===== config.mk =====
export PLATFORM = sky130hd
export DESIGN_NAME = rc4_seq
export DESIGN_NICKNAME = d
export VERILOG_FILES = /design/src/design/rc4_pkg.sv /design/src/design/rc4_seq.sv
export VERILOG_INCLUDE_DIRS = /design/src /design/src/design
export SDC_FILE = /design/constraint.sdc
export NUM_CORES = 1
export LEC_CHECK = 0
export ABC_AREA = 1
export CAP_MARGIN = 20
export CORE_MARGIN = 3
export CORE_UTILIZATION = 51
export CTS_CLUSTER_DIAMETER = 60
export DETAILED_ROUTE_END_ITERATION = 16
export DONT_BUFFER_PORTS = 1
export PLACE_DENSITY = 0.66
export REMOVE_ABC_BUFFERS = 1
export SLEW_MARGIN = 20
export SYNTH_ARGS = -nofsm -noshare
export SYNTH_HDL_FRONTEND = slang
export SYNTH_SLANG_ARGS = --single-unit

===== constraint.sdc =====
create_clock -name clk_i -period 3.26 [get_ports clk_i]
set_input_delay 0.163 -clock clk_i [delete_from_list [all_inputs] [get_ports clk_i]]
set_output_delay 0.163 -clock clk_i [all_outputs]
set_load 0.01 [all_outputs]

===== src/design/rc4_stream_cipher_macros.svh =====
// Assertion helpers shared by the cipher modules.
// Both expect clk_i and rst_ni in scope.
`ifndef RC4_STREAM_CIPHER_MACROS_SVH
`define RC4_STREAM_CIPHER_MACROS_SVH

// Same-cycle implication.
`define RC4_ASSERT_IMP(label, ante, cons) \
  label: assert property (@(posedge clk_i) disable iff (!rst_ni) (ante) |-> (cons)) \
    else $error("rc4 assertion failed");

// Next-cycle implication.
`define RC4_ASSERT_NXT(label, ante, cons) \
  label: assert property (@(posedge clk_i) disable iff (!rst_ni) (ante) |=> (cons)) \
    else $error("rc4 assertion failed");

`endif


===== src/design/rc4_pkg.sv =====
`default_nettype none

package rc4_pkg;

  localparam int KeyDepth = 256;

  localparam logic [1:0] CmdKey   = 2'd0;
  localparam logic [1:0] CmdSched = 2'd1;
  localparam logic [1:0] CmdData  = 2'd2;

  localparam logic [8:0] KeyLenReset = 9'd16;

  typedef struct packed {
    logic [1:0] command;
    logic [7:0] key_index;
    logic [7:0] key_byte;
    logic [7:0] data_byte;
    logic       message_start;
  } rc4_in_t;

  typedef struct packed {
    logic [7:0] out_byte;
    logic       keyed;
  } rc4_out_t;

  typedef enum logic [4:0] {
    OP_NOP,
    OP_KEY_WR,
    OP_SCH_CLR,
    OP_INIT_WR,
    OP_SCH_RD,
    OP_SCH_J,
    OP_SCH_RDJ,
    OP_SCH_WRK,
    OP_SCH_WRJ,
    OP_SCH_DONE,
    OP_RST_CLR,
    OP_CP_RD,
    OP_CP_WR,
    OP_KS_INC,
    OP_KS_RDI,
    OP_KS_LATI,
    OP_KS_RDJ,
    OP_KS_WRI,
    OP_KS_WRJ,
    OP_KS_RDT,
    OP_KS_EMIT,
    OP_PLAIN_EMIT
  } rc4_op_e;

  typedef enum logic [2:0] {
    J_NEXT,
    J_LOOP,
    J_END,
    J_EMIT,
    J_DISPATCH
  } rc4_jmp_e;

  typedef logic [4:0] rc4_pc_t;

  localparam rc4_pc_t PcIdle  = 5'd0;
  localparam rc4_pc_t PcKey   = 5'd1;
  localparam rc4_pc_t PcSch   = 5'd2;
  localparam rc4_pc_t PcInit  = 5'd3;
  localparam rc4_pc_t PcSchLp = 5'd4;
  localparam rc4_pc_t PcRst   = 5'd10;
  localparam rc4_pc_t PcCpLp  = 5'd11;
  localparam rc4_pc_t PcCpWr  = 5'd12;
  localparam rc4_pc_t PcKs    = 5'd13;
  localparam rc4_pc_t PcPlain = 5'd21;

  typedef struct packed {
    rc4_op_e  op;
    rc4_jmp_e jmp;
    rc4_pc_t  target;
  } rc4_uword_t;

  typedef struct packed {
    rc4_op_e op;
    logic    accept;
  } rc4_ctrl_t;

  typedef struct packed {
    logic k_last;
    logic keyed;
    logic out_free;
  } rc4_stat_t;

  // Microcode ROM: one control word per step.
  function automatic rc4_uword_t rc4_ucode(rc4_pc_t pc);
    rc4_uword_t w;
    w = '{op: OP_NOP, jmp: J_END, target: PcIdle};
    unique case (pc)
      5'd0:  w = '{op: OP_NOP,        jmp: J_DISPATCH, target: PcIdle};
      5'd1:  w = '{op: OP_KEY_WR,     jmp: J_END,      target: PcIdle};
      5'd2:  w = '{op: OP_SCH_CLR,    jmp: J_NEXT,     target: PcIdle};
      5'd3:  w = '{op: OP_INIT_WR,    jmp: J_LOOP,     target: PcInit};
      5'd4:  w = '{op: OP_SCH_RD,     jmp: J_NEXT,     target: PcIdle};
      5'd5:  w = '{op: OP_SCH_J,      jmp: J_NEXT,     target: PcIdle};
      5'd6:  w = '{op: OP_SCH_RDJ,    jmp: J_NEXT,     target: PcIdle};
      5'd7:  w = '{op: OP_SCH_WRK,    jmp: J_NEXT,     target: PcIdle};
      5'd8:  w = '{op: OP_SCH_WRJ,    jmp: J_LOOP,     target: PcSchLp};
      5'd9:  w = '{op: OP_SCH_DONE,   jmp: J_END,      target: PcIdle};
      5'd10: w = '{op: OP_RST_CLR,    jmp: J_NEXT,     target: PcIdle};
      5'd11: w = '{op: OP_CP_RD,      jmp: J_NEXT,     target: PcIdle};
      5'd12: w = '{op: OP_CP_WR,      jmp: J_LOOP,     target: PcCpLp};
      5'd13: w = '{op: OP_KS_INC,     jmp: J_NEXT,     target: PcIdle};
      5'd14: w = '{op: OP_KS_RDI,     jmp: J_NEXT,     target: PcIdle};
      5'd15: w = '{op: OP_KS_LATI,    jmp: J_NEXT,     target: PcIdle};
      5'd16: w = '{op: OP_KS_RDJ,     jmp: J_NEXT,     target: PcIdle};
      5'd17: w = '{op: OP_KS_WRI,     jmp: J_NEXT,     target: PcIdle};
      5'd18: w = '{op: OP_KS_WRJ,     jmp: J_NEXT,     target: PcIdle};
      5'd19: w = '{op: OP_KS_RDT,     jmp: J_NEXT,     target: PcIdle};
      5'd20: w = '{op: OP_KS_EMIT,    jmp: J_EMIT,     target: PcIdle};
      5'd21: w = '{op: OP_PLAIN_EMIT, jmp: J_EMIT,     target: PcIdle};
      default: w = '{op: OP_NOP, jmp: J_END, target: PcIdle};
    endcase
    return w;
  endfunction

endpackage

`default_nettype wire


===== src/design/rc4_seq.sv =====
`default_nettype none

module rc4_seq (
  input  logic              clk_i,
  input  logic              rst_ni,
  input  logic              in_valid_i,
  input  logic [1:0]        in_cmd_i,
  input  logic              in_start_i,
  output logic              in_ready_o,
  input  rc4_pkg::rc4_stat_t stat_i,
  output rc4_pkg::rc4_ctrl_t ctrl_o
);
  import rc4_pkg::*;

  rc4_pc_t    pc_q, pc_d;
  rc4_uword_t uw;
  logic       accept;

  assign uw         = rc4_ucode(pc_q);
  assign in_ready_o = (uw.jmp == J_DISPATCH);
  assign accept     = in_valid_i & in_ready_o;
  assign ctrl_o     = '{op: uw.op, accept: accept};

  always_comb begin
    pc_d = pc_q;
    unique case (uw.jmp)
      J_NEXT: pc_d = pc_q + 5'd1;
      J_LOOP: pc_d = stat_i.k_last ? pc_q + 5'd1 : uw.target;
      J_END:  pc_d = PcIdle;
      J_EMIT: pc_d = stat_i.out_free ? PcIdle : pc_q;
      J_DISPATCH: begin
        if (accept) begin
          case (in_cmd_i)
            CmdKey:   pc_d = PcKey;
            CmdSched: pc_d = PcSch;
            CmdData: begin
              if (!stat_i.keyed) begin
                pc_d = PcPlain;
              end else if (in_start_i) begin
                pc_d = PcRst;
              end else begin
                pc_d = PcKs;
              end
            end
            default:  pc_d = PcIdle;
          endcase
        end
      end
      default: pc_d = PcIdle;
    endcase
  end

  always_ff @(posedge clk_i or negedge rst_ni) begin
    if (!rst_ni) begin
      pc_q <= PcIdle;
    end else begin
      pc_q <= pc_d;
    end
  end

`include "rc4_stream_cipher_macros.svh"

  `RC4_ASSERT_NXT(a_restart_entry,
    accept && in_cmd_i == CmdData && in_start_i && stat_i.keyed, pc_q == PcRst)
  `RC4_ASSERT_NXT(a_copy_to_keystream, pc_q == PcCpWr && stat_i.k_last, pc_q == PcKs)
  `RC4_ASSERT_NXT(a_unkeyed_bypass,
    accept && in_cmd_i == CmdData && !stat_i.keyed, pc_q == PcPlain)

endmodule

`default_nettype wire


==> summary.txt, run 1 <==
Routing
  • Drt total wl: between 1500 and 2000 um
  • DRT iter0 DRCs: 31
  • Routed Antenna Nets: 0
  • # DRC: 0
  • TritonRoute pass-1 iters: 4
  • Vias per cell: around 5.4
  • WL/cell: 11.2 um
  • DR vias: 779

Floorplan
  • Starting Density: 56.5%
  • Die W: around 45 um
  • Chip height: 44.9 um
  • Die area: 0.00202 mm^2
  • Boundary pin count: 16
  • FP Rows: 13
  • Core Box Area: about 0.0014 mm^2

Setup path
  • Worst Path Buf+Inv: 2
  • Worst path top cell family by delay: simple AND/OR/NAND/NOR gates
  • CP endpoint kind: output port
  • Crit path DAT: roughly 2.0 ns
  • CP max FO: 12
  • Setup CP Type: reg2out
  • Required time of the critical path: 3.10 ns
  • Slowest stage cell, crit path: dfrtp_1
  • Crit-path cells: inv_2 -> ha_1 -> inv_1 -> nand2_2 -> nand2_2 -> nand2_4 -> nand2_4 -> nand2_1 -> nor3_1
  • Crit start category: flip-flop
  • Delay of the slowest critical-path stage: approximately 0.56 ns

STA
  • F_max: between 0.4 and 0.5 GHz
  • Final setup violation count: 0
  • Relative slew slack: between 70 and 80%
  • Final Critical Period: 2.12 ns
  • Final Hold Viols: 0
  • Post-route clock skew: 0.000121 ns
  • Final Cycle Share: between 60% and 70%
  • Slew Viols, Final: 0
  • RSZ-0062 raised after global routing: false
  • Worst slew pin tran: 0.410 ns
  • Sum of negative setup slack: 0 ns

Finish
  • Filler cells: 150
  • Post-layout instance area: around 800 um^2
  • Max FFs per register: 5
  • Multi-input gate area: roughly 550 um^2
  • Post-layout nets: 143
  • Top Registers: pc_q (5)
  • # diodes: 0
  • Seq. cell area: approximately 130 um^2
  • Commonest non-fill, non-tap cell in the layout: nand2_1
  • Commonest cells after routing, fill and taps aside: 42 x nand2_1, 15 x nand3_1, 13 x inv_1
  • P&R area growth vs syn: 3.08%
  • Layout cell share with drive strength beyond 1: ~18%
  • Top reg by flops: pc_q

Global routing
  • GRT Residual Overflow: 0
  • Largest net degree at the start of global routing: 13
  • Number of global-route vias before repair: 673
  • Global-route wire length before repair: between 2000 and 3000 um
  • Total Routing Usage GR: between 10% and 20%
  • Antenna violations before repair: 0

Synthesis
  • Netlist cell types: 25
  • Post-synth top area share: 20.4%
  • Number of synthesized register bits: 5
  • EDFF count, synth: 0
  • Sequential area share after synthesis: approximately 16%
  • Post-synth top area cell: nand2_1
  • Cell count after synthesis: 128
  • Yosys warnings: 0
  • Synth Area per Inst: 6.03 um^2
  • Area contributors post-synth: nand2_1 20%, dfrtp_1 16%, nand3_1 9.7%, nand4_1 7.3%, ha_1 6.5%
  • Post-Syn Area: about 770 um^2
  • Asr flop ratio synth: 100%
  • Post-synth top flop: dfrtp_1

Place
  • Placed inst area: between 700 and 800 um^2
  • I/O Buffers: 0
  • GPL Wtd Cong: 0.828
  • Dpl hpwl: roughly 1400 um

Job
  • Maxcap violations: 0

Clocking
  • Clock buffer depth: 2
  • CTS tree: built
  • Post-cts gate resize count: 0
  • Clk_lat worst skew: around 0.24 ns
  • CTS root buf: clkbuf_4
  • Clock sink total: 5
  • Worst-path clk slew: ~0.040 ns
  • Clock buffer count from CTS: 3
  • H-tree depth: 1

Min path
  • HP Class: in2reg

Pwr
  • Pwr dens: around 830 mW/mm^2
  • P_leak: around 0.45 nW
  • Worst vdd ir: roughly 0.48 mV

Status
  • Status: completed
## power breakdown
| part | internal [mW] | switching, mW | leakage (nW) | total, mW |
|---|---|---|---|---|
| Sequential | 0.0829 | 0.0391 | 0.0659 | 0.122 |
| Clock | 0.0461 | 0.0234 | 0.0150 | 0.0695 |
| Combinational | 0.152 | 0.317 | 0.367 | 0.469 |
| Total | 0.281 | 0.380 | 0.448 | 0.661 |
## logic make-up after synthesis
family,after synthesis,synth area share (%)
compound gates,6,4.54
xor+xnor,1,1.13
fa+ha+maj,4,6.48
buf+inv,22,12.8
flops,5,16.2
simple gates,90,58.8
## per-stage QoR
stage / setup WS [ns] / hold slack (ns) / utilization [%] / instances / total power [mW]
after floorplan: 1.56 / -0.133 / - / 124 / 0.506
after global placement: 1.39 / -0.132 / 55.6 / 139 / 0.585
after detailed placement: 1.37 / -0.132 / 55.6 / 139 / 0.589
after CTS: 1.13 / 0.171 / 58.2 / 144 / 0.665
after global routing: 1.00 / 0.203 / 58.2 / 144 / 0.738
final: 1.14 / 0.168 / 58.2 / 144 / 0.661
## cell usage after synthesis, types with 2 or more instances
cell type and instances:
dfrtp_1 5, ha_1 4, nor2_2 4, nand4_1 9
o21ai_0 2, inv_1 13, inv_2 5, nand3_1 15
nand2_2 5, a21oi_1 2, nor2_1 7, nand2_1 42
buf_4 2, nand2_4 2
## final timing paths
path	cells after the start	start	slack, ns	endpoint
min	5	stat_i[1]	0.17	pc_q[4]$_DFFE_PN0P_
min in group asynchronous	1	rst_ni	0.21	pc_q[0]$_DFFE_PN0P_
min reg2reg	2	pc_q[1]$_DFFE_PN0P_	0.59	pc_q[1]$_DFFE_PN0P_
max in group asynchronous	1	rst_ni	2.86	pc_q[2]$_DFFE_PN0P_
max reg2reg	13	pc_q[2]$_DFFE_PN0P_	1.39	pc_q[4]$_DFFE_PN0P_
max	9	pc_q[2]$_DFFE_PN0P_	1.14	ctrl_o[0]
## tightest hold or removal path: cells and delay by family
family | cells | cell delay, ns
and+or+nand+nor | 5 | 0.20
## cell type report
| cell class | count | share of cell area [%] |
|---|---|---|
| timing repair buffer | 1 | 1.26 |
| tap | 15 | 2.36 |
| sequential | 5 | 15.7 |
| inverter | 18 | 8.49 |
| multi-input combinational | 101 | 68.9 |
| clock buffer | 4 | 3.30 |
## layer usage
metal	wire [um]	up-vias	GRT usage, %
li1	-	415	-
met1	773	330	28.1
met2	680	31	28.1
met3	137	3	4.38
met4	26	0	4.09
met5	0	-	0
## what timing repair did
action | in CTS | in global routing
buffers inserted | 0 | 0
hold buffers | 1 | 0
hold endpoints to repair | 5 | 0
(Power assumes the default switching activity.)
==> run 2: changes to the inputs <==
- clock period: 3.26 -> 2 ns (I/O delays scaled with it)
==> run 2 against run 1 <==
Sequential power grew 57%. Cell area grew 11%. Die area is the same. Critical path depth grew 1. Combinational power grew 100%. Non-clock buffer count grew 7. Clock skew grew 0.0025 ns. Critical path type unchanged. Largest power group unchanged.
==> summary.txt, run 2 (same netlist as run 1, synthesis figures left out) <==
Global routing
  • GRT Residual Overflow: 0 (unchanged)
  • Largest net degree at the start of global routing: 13 (unchanged)
  • Antenna violations before repair: 0 (unchanged)
  • Total Routing Usage GR: 20.7% (was 19.0%)
  • Number of global-route vias before repair: 727 (was 673)
  • Global-route wire length before repair: 3100 um (was 2920 um)

Pwr
  • Worst vdd ir: 1.09 mV (was 0.478 mV)
  • Pwr dens: 1440 mW/mm^2 (was 831 mW/mm^2)
  • P_leak: 0.486 nW (was 0.448 nW)

Routing
  • Wire length on met2: 804 um (was 680 um)
  • Drt total wl: 1870 um (was 1620 um)
  • Wire length on met3: 93 um (was 137 um)
  • DRT iter0 DRCs: 17 (was 31)
  • Routed Antenna Nets: 0 (unchanged)
  • Met1 WL: 967 um (was 773 um)
  • Max layer used: met3 (was met4)
  • TritonRoute pass-1 iters: 4 (unchanged)
  • WL/cell: 12.4 um (was 11.2 um)
  • # DRC: 0 (unchanged)
  • Vias per cell: 5.30 (was 5.41)
  • DR vias: 800 (was 779)

STA
  • Final Critical Period: ~1.9 ns
  • Final Cycle Share: 93.9%
  • Relative slew slack: 71.8% (was 72.4%)
  • Post-route clock skew: 0.00261 ns (was 0.000121 ns)
  • Sum of negative setup slack: 0 ns (unchanged)
  • Worst slew pin tran: 0.421 ns (was 0.410 ns)
  • RSZ-0062 raised after global routing: false (unchanged)
  • Final setup violation count: 0 (unchanged)
  • Slew Viols, Final: 0 (unchanged)
  • Final Hold Viols: 0 (unchanged)
  • F_max: approximately 0.53 GHz

Clocking
  • Clock sink total: 5 (unchanged)
  • CTS root buf: clkbuf_4 (unchanged)
  • Worst-path clk slew: 0.04 ns (about the same)
  • Clock buffer depth: 2 (unchanged)
  • CTS tree: built (unchanged)
  • H-tree depth: 1 (unchanged)
  • Clock buffer count from CTS: 3 (unchanged)
  • Clk_lat worst skew: 0.24 ns (about the same)

Finish
  • Commonest cells after routing, fill and taps aside: 41 x nand2_1, 15 x nand3_1, 13 x inv_1 (was 42 x nand2_1, 15 x nand3_1, 13 x inv_1)
  • Commonest non-fill, non-tap cell in the layout: nand2_1 (unchanged)
  • Core Util, Final: 64.4% (was 58.2%)
  • Filler cells: 135 (was 150)
  • Layout cell share with drive strength beyond 1: 25.0% (was 17.8%)
  • # diodes: 0 (unchanged)
  • Top reg by flops: pc_q (unchanged)
  • Post-layout nets: 150 (was 143)
  • Top Registers: pc_q (5) (unchanged)
  • Max FFs per register: 5 (unchanged)
  • P&R area growth vs syn: 13.9% (was 3.08%)

Setup path
  • Crit path DAT: 1.78 ns (was 1.95 ns)
  • Crit start category: flip-flop (unchanged)
  • Setup CP Type: reg2out (unchanged)
  • CP max FO: 7 (was 12)
  • CP endpoint kind: output port (unchanged)
  • Required time of the critical path: 1.90 ns (was 3.10 ns)

Job
  • Maxcap violations: 0 (unchanged)

Floorplan
  • Die W: 44.9 um (unchanged)
  • Boundary pin count: 16 (unchanged)
  • Core Box Area: 0.00137 mm^2 (unchanged)
  • Die area: 0.00202 mm^2 (unchanged)
  • Starting Density: 56.5% (unchanged)
  • Chip height: 44.9 um (unchanged)
  • FP Rows: 13 (unchanged)

Status
  • Status: completed (unchanged)

Place
  • Dpl hpwl: 1460 um (was 1350 um)
  • I/O Buffers: 0 (unchanged)
  • GPL Wtd Cong: 0.892 (was 0.828)

Min path
  • HP Class: in2reg (unchanged)
run 2: changes by cell type in the layout (fill, tap and decap cells not counted), sizes merged:
cell | before | now
buf | 0 | 7
run 2: report_power, final:
group | internal (mW) | total [mW] | switching, mW
Combinational | 0.373 | 0.961 | 0.588
Sequential | 0.139 | 0.191 | 0.0518
Clock | 0.0754 | 0.117 | 0.0413
Total | 0.587 | 1.27 | 0.681
run 2: worst max-delay path, cell delays in order, from the launching register on:
cell	delay (ns)
dfrtp_2	0.44
ha_1	0.23
ha_1	0.20
inv_1	0.07
nand2_2	0.05
nand2_2	0.07
nand2_4	0.07
nand2_8	0.09
nand2_2	0.06
nor2_2	0.13
buf_4	0.13
run 2: worst paths after layout:
path                                      from             endpoint  slack (ns)  cells past startpoint
max                        pc_q[0]$_DFFE_PN0P_           in_ready_o        0.12                     10
min                                  stat_i[1]  pc_q[4]$_DFFE_PN0P_        0.12                      5
max reg2reg                pc_q[0]$_DFFE_PN0P_  pc_q[2]$_DFFE_PN0P_        0.18                     13
min reg2reg                pc_q[0]$_DFFE_PN0P_  pc_q[0]$_DFFE_PN0P_        0.56                      2
max in group asynchronous               rst_ni  pc_q[0]$_DFFE_PN0P_        1.62                      1
min in group asynchronous               rst_ni  pc_q[3]$_DFFE_PN0P_        0.16                      1
run 2: final cells by class:
| class | instances | area [um^2] | share of cell area (%) |
|---|---|---|---|
| clock buffers | 4 | 26.3 | 2.99 |
| inverters | 18 | 67.6 | 7.68 |
| multi-input cells | 101 | 564 | 64.2 |
| flip-flops and latches | 5 | 128 | 14.5 |
| well taps | 15 | 18.8 | 2.13 |
| repair buffers | 8 | 75.1 | 8.53 |
run 2: per-stage QoR:
stage	hold slack, ns	cell area [um^2]	std cells	total power, mW	setup WS, ns
after floorplan	-0.196	741	124	0.825	0.321
after global placement	-0.195	774	141	0.992	0.230
after detailed placement	-0.195	774	141	0.996	0.197
after CTS	0.114	817	146	1.14	0.0169
after global routing	0.145	880	151	1.39	0.0255
final	0.119	880	151	1.27	0.121
run 2: repair_timing:
| action | in CTS | in global routing |
|---|---|---|
| setup endpoints to repair | 1 | 2 |
| gates cloned | 0 | 0 |
| pin swaps | 0 | 2 |
| gates resized for setup | 2 | 3 |
| hold buffers | 1 | 0 |
| endpoints found under the hold margin | 5 | 0 |
| setup buffers | 0 | 5 |
run 2: metal layers:
layer / global-route usage (%) / vias up
met3: 6.37 / 0
met4: 1.75 / 0
met5: 0 / -
met1: 30.3 / 346
li1: - / 429
met2: 30.9 / 25
